### config.mk
export PLATFORM = sky130hd
export DESIGN_NAME = htcc_ctrl
export DESIGN_NICKNAME = d
export VERILOG_FILES = /design/src/rtl/core/htcc_pkg.sv /design/src/rtl/core/htcc_ctrl.sv
export SDC_FILE = /design/constraint.sdc
export NUM_CORES = 1
export LEC_CHECK = 0
export ABC_AREA = 1
export BUFFER_PORTS_ARGS = -buffer_cell sky130_fd_sc_hd__buf_2
export CAP_MARGIN = 0
export CORE_AREA = 2 2 39 41
export CTS_CLUSTER_SIZE = 30
export DETAILED_ROUTE_END_ITERATION = 8
export DIE_AREA = 0 0 41 43
export PLACE_DENSITY_LB_ADDON = 0.3
export REMOVE_ABC_BUFFERS = 1
export SETUP_SLACK_MARGIN = 0.05
export SLEW_MARGIN = 20
export SYNTH_ARGS = -nofsm -noshare
export SYNTH_HDL_FRONTEND = slang
export SYNTH_SLANG_ARGS = --single-unit
### constraint.sdc
create_clock -name clk_i -period 2.4 [get_ports clk_i]
set_clock_uncertainty 0.15 [all_clocks]
set_input_delay 0.12 -clock clk_i [delete_from_list [all_inputs] [get_ports clk_i]]
set_output_delay 0.12 -clock clk_i [all_outputs]
set_load 0.005 [all_outputs]
### src/rtl/core/htcc_pkg.sv
package htcc_pkg;

  localparam int unsigned MAX_CLUSTERS_DEF = 32;
  localparam int unsigned MAX_MEMBERS_DEF  = 1024;

  // Member key: detector, view and channel packed together.
  localparam int unsigned KEY_W = 20;

  localparam logic [1:0] VIEW_U = 2'd0;
  localparam logic [1:0] VIEW_V = 2'd1;

  localparam logic [1:0] KIND_HIT    = 2'd0;
  localparam logic [1:0] KIND_REPORT = 2'd1;
  localparam logic [1:0] KIND_NONE   = 2'd2;

  localparam logic CMD_ADD   = 1'b0;
  localparam logic CMD_FLUSH = 1'b1;

  localparam logic [2:0] CFG_TICK_WINDOW    = 3'd0;
  localparam logic [2:0] CFG_CHANNEL_WINDOW = 3'd1;
  localparam logic [2:0] CFG_MIN_HITS       = 3'd2;
  localparam logic [2:0] CFG_CHARGE_CUT     = 3'd3;
  localparam logic [2:0] CFG_TICKS_PER_SMP  = 3'd4;
  localparam logic [2:0] CFG_U_CHANNELS     = 3'd5;
  localparam logic [2:0] CFG_V_CHANNELS     = 3'd6;

  typedef struct packed {
    logic        command;
    logic [7:0]  detector_id;
    logic [1:0]  view_code;
    logic [9:0]  channel_number;
    logic [63:0] start_tick;
    logic [11:0] samples_over;
    logic [23:0] hit_charge;
  } in_item_t;

  typedef struct packed {
    logic [1:0]  result_kind;
    logic [5:0]  cluster_index;
    logic        opened_new;
    logic        hit_dropped;
    logic [10:0] member_count;
    logic [31:0] charge_sum;
    logic        last_result;
  } out_item_t;

  typedef struct packed {
    logic [15:0] tick_window;
    logic [9:0]  channel_window;
    logic [10:0] min_hits;
    logic [31:0] charge_cut;
    logic [7:0]  ticks_per_sample;
    logic [10:0] u_view_channels;
    logic [10:0] v_view_channels;
  } cfg_t;

  typedef struct packed {
    logic [63:0] end_time;
    logic [10:0] size;
    logic [31:0] charge;
  } cluster_t;

  typedef enum logic [3:0] {
    OP_NONE,
    OP_LATCH,
    OP_TSCAN,
    OP_MSCAN,
    OP_URD,
    OP_UPD,
    OP_FSCAN,
    OP_FEND
  } op_e;

  typedef struct packed {
    op_e op;
  } dp_cmd_t;

  typedef struct packed {
    logic ts_done;
    logic ms_done;
    logic fs_done;
    logic out_free;
  } dp_status_t;

  function automatic logic is_neighbour(input logic [KEY_W-1:0] a,
                                        input logic [KEY_W-1:0] b,
                                        input logic [9:0]       cw,
                                        input logic [10:0]      nu,
                                        input logic [10:0]      nv);
    logic [9:0]         ca;
    logic [9:0]         cb;
    logic [9:0]         diff;
    logic [10:0]        nview;
    logic signed [12:0] thr;
    logic               r;
    ca    = a[9:0];
    cb    = b[9:0];
    diff  = (ca > cb) ? (ca - cb) : (cb - ca);
    nview = (a[11:10] == VIEW_U) ? nu : nv;
    thr   = $signed({2'b00, nview}) - $signed({3'b000, cw});
    r     = 1'b0;
    if (a[19:10] == b[19:10]) begin
      if (diff <= cw) begin
        r = 1'b1;
      end else if (a[11:10] == VIEW_U || a[11:10] == VIEW_V) begin
        if ($signed({3'b000, diff}) >= thr) begin
          r = 1'b1;
        end
      end
    end
    return r;
  endfunction

  function automatic logic time_close(input logic [63:0] start,
                                      input logic [63:0] ce,
                                      input logic [15:0] tw);
    logic [63:0] gap;
    gap = start - ce;
    return (start <= ce) || (gap <= {48'd0, tw});
  endfunction

endpackage

### src/rtl/core/htcc_ctrl.sv
module htcc_ctrl (
  input  logic                clk_i,
  input  logic                rst_ni,
  input  logic                in_valid_i,
  input  logic                in_command_i,
  output logic                in_stall_o,
  input  htcc_pkg::dp_status_t status_i,
  output htcc_pkg::dp_cmd_t    cmd_o
);
  import htcc_pkg::*;

  typedef enum logic [2:0] {
    S_IDLE,
    S_TSCAN,
    S_MSCAN,
    S_URD,
    S_UPD,
    S_FSCAN,
    S_FEND
  } state_e;

  state_e state_q;
  state_e state_d;

  assign in_stall_o = (state_q != S_IDLE);

  always_comb begin
    state_d   = state_q;
    cmd_o.op  = OP_NONE;
    unique case (state_q)
      S_IDLE: begin
        if (in_valid_i) begin
          cmd_o.op = OP_LATCH;
          state_d  = (in_command_i == CMD_FLUSH) ? S_FSCAN : S_TSCAN;
        end
      end
      S_TSCAN: begin
        cmd_o.op = OP_TSCAN;
        if (status_i.ts_done) state_d = S_MSCAN;
      end
      S_MSCAN: begin
        cmd_o.op = OP_MSCAN;
        if (status_i.ms_done) state_d = S_URD;
      end
      S_URD: begin
        cmd_o.op = OP_URD;
        state_d  = S_UPD;
      end
      S_UPD: begin
        if (status_i.out_free) begin
          cmd_o.op = OP_UPD;
          state_d  = S_IDLE;
        end
      end
      S_FSCAN: begin
        if (status_i.out_free) begin
          cmd_o.op = OP_FSCAN;
          if (status_i.fs_done) state_d = S_FEND;
        end
      end
      S_FEND: begin
        if (status_i.out_free) begin
          cmd_o.op = OP_FEND;
          state_d  = S_IDLE;
        end
      end
      default: state_d = S_IDLE;
    endcase
  end

  always_ff @(posedge clk_i or negedge rst_ni) begin
    if (!rst_ni) begin
      state_q <= S_IDLE;
    end else begin
      state_q <= state_d;
    end
  end

endmodule

==> results.json <==
{
  "run_status": "finished clean",
  "ys_warn_count": 0,
  "design.die.area_sq_mm": 0.00176,
  "drt_iter0_drc": 7,
  "fin_crit_ps": 1560,
  "p_leak_nw": 0.265,
  "n_antenna_cell": 0,
  "clk_pin_slew_ps": 40,
  "fin_nets": 75,
  "coreArea_sq_mm": 0.00138,
  "yosys.area_share.adder_pct": 0,
  "reg_top3": "state_q (3)",
  "endpoint_kind": "output pin",
  "routabilityCongestion": 0.662,
  "cts_tree": "yes",
  "cp-start-kind": "flip-flop",
  "powerDensity_mw_per_mm2": 1250,
  "period_share_pct": 65.0,
  "worst_ir_drop_vdd_v": 0.000479,
  "finalSetupViolCount": 0,
  "numPortBuffers": 11,
  "grt_pass1_wl_microns": 1120,
  "synth-simple-area-share_pct": 61.1,
  "pin_count": 13,
  "final_cell_mix": "nand2_1, buf_2, inv_1, nor2_1",
  "path_max_fanout": 9,
  "clock_sinks": 3,
  "die_x_microns": 41,
  "synthMuxAreaShare_pct": 0,
  "dp_hpwl_microns": 564,
  "cp.required_ps": 2130,
  "ant_nets": 0,
  "numCtsBuffers": 3,
  "final_common_cell": "nand2_1",
  "start_util_pct": 26.8,
  "maxCapViolations": 0,
  "hp-class": "in2async",
  "grt_max_degree": 10,
  "ys_seq_elements": 3,
  "antenna_found_initial": 0,
  "netlist_instances": 53,
  "route.detailed.drc": 0,
  "cts_setup_buffers": 0,
  "first_pass_iters": 2,
  "largest_register_ffs": 3,
  "synth-xor-area-share_pct": 0,
  "vias": 346,
  "yosysSeqAreaShare_pct": 20.3,
  "fmax_mhz": 641,
  "slew_viol_final": 0,
  "synth_compound_area_share_pct": 1.35,
  "overflow": 0,
  "netlist_area_sq_um": 370,
  "drive_gt1_share_pct": 39.4,
  "cts-root-buf": "clkbuf_4",
  "avgSynthCellArea_sq_um": 6.99,
  "area_growth_pct": 22.0,
  "row_count": 14,
  "rsz0062_at_grt": "false",
  "synth_cell_types": 18,
  "htreeDepth": 1,
  "avgViaCountPerCell": 4.22,
  "path_class": "reg2out",
  "clk-insertion-delay-late_ps": 230,
  "finalHoldViolations": 0,
  "grt_pass1_vias": 306,
  "regMostFlops": "state_q",
  "wl_per_cell_microns": 8.33,
  "cts_buffer_depth": 2,
  "synth_top_family_by_area": "simple AND/OR/NAND/NOR gates",
  "fin_setup_tns_ps": 0,
  "final_core_util_pct": 32.6,
  "crit_arrival_ps": 1290,
  "grt_use_total_pct": 9.66,
  "die_h_microns": 43,
  "routed_wl_microns": 683
}
-- kinds of logic (layout without fill, tap and decap cells) --
logic type,Yosys count,after routing
buf+inv,11,24
flops,3,3
compound gates,1,1
simple gates,37,37
other cells,1,1
-- synth_stat cells --
cell type | n | area (sq um)
nand4_1 | 3 | 18.8
buf_4 | 1 | 7.51
nand2_1 | 14 | 52.6
buf_6 | 2 | 22.5
nor2_1 | 4 | 15.0
nor2_8 | 1 | 20.0
dfrtp_1 | 3 | 75.1
inv_2 | 1 | 3.75
nand3_2 | 2 | 20.0
nor2_4 | 3 | 33.8
conb_1 | 1 | 3.75
nand3_1 | 3 | 15.0
nor3_1 | 2 | 10.0
inv_1 | 6 | 22.5
nand2_4 | 2 | 22.5
nand2_2 | 3 | 18.8
a21oi_1 | 1 | 5.00
clkinv_1 | 1 | 3.75
-- worst paths after layout --
check | cells past startpoint | start | slack [ps] | end
setup / recovery | 5 | state_q[0] | 840 | cmd_o[2]
hold / removal | 2 | rst_ni | 60 | state_q[0]
setup reg to reg | 5 | state_q[0] | 1040 | state_q[2]
hold reg to reg | 2 | state_q[1] | 440 | state_q[1]
max in group asynchronous | 2 | rst_ni | 1940 | state_q[2]
min in group clk_i | 5 | in_command_i | 140 | state_q[2]
-- repair_timing --
| item | 4_1_cts | 5_1_grt |
|---|---|---|
| hold buffers | 1 | 0 |
| resized for setup | 0 | 0 |
| endpoints found under the hold margin | 3 | 0 |
-- final cells by class --
type                       instances  area, sq um
inverter                           8         30.0
timing repair buffer              12         65.1
fill                             152          932
multi-input combinational         39          235
clock buffer                       4         26.3
tap                               16         20.0
sequential                         3         75.1
-- per-stage QoR --
stage               cells  area (sq um)  power [mW]  setup slack, ps  hold WS, ps
detailed placement     77           415       0.484             1030         -232
CTS                    82           452       0.580              815         46.9
global route           82           452       0.635              713         47.5
global placement       77           415       0.481             1040         -230
floorplan              50           340       0.394             1130         -326
finish                 82           452       0.565              841         57.1
-- power by group --
group | total, mW | internal [mW] | switching (mW)
Sequential | 0.140 | 0.0764 | 0.0637
Combinational | 0.338 | 0.146 | 0.192
Clock | 0.0874 | 0.0622 | 0.0252
-- worst max-delay path, stage by stage, from the launching register on --
cell and delay, ps:
dfrtp_1 590, nand2_1 130, inv_1 90, nand2_1 80, nand2_1 70, buf_2 100
-- per-layer routing --
metal | GRT usage [%] | vias up | part of all wire [%]
met2 | 15.3 | 9 | 49
met3 | 1.57 | 0 | 5.1
li1 | - | 188 | -
met4 | 8.00 | 0 | 0
met5 | 0 | - | 0
met1 | 10.4 | 149 | 46
No activity file was read; power rests on OpenSTA's default activity.
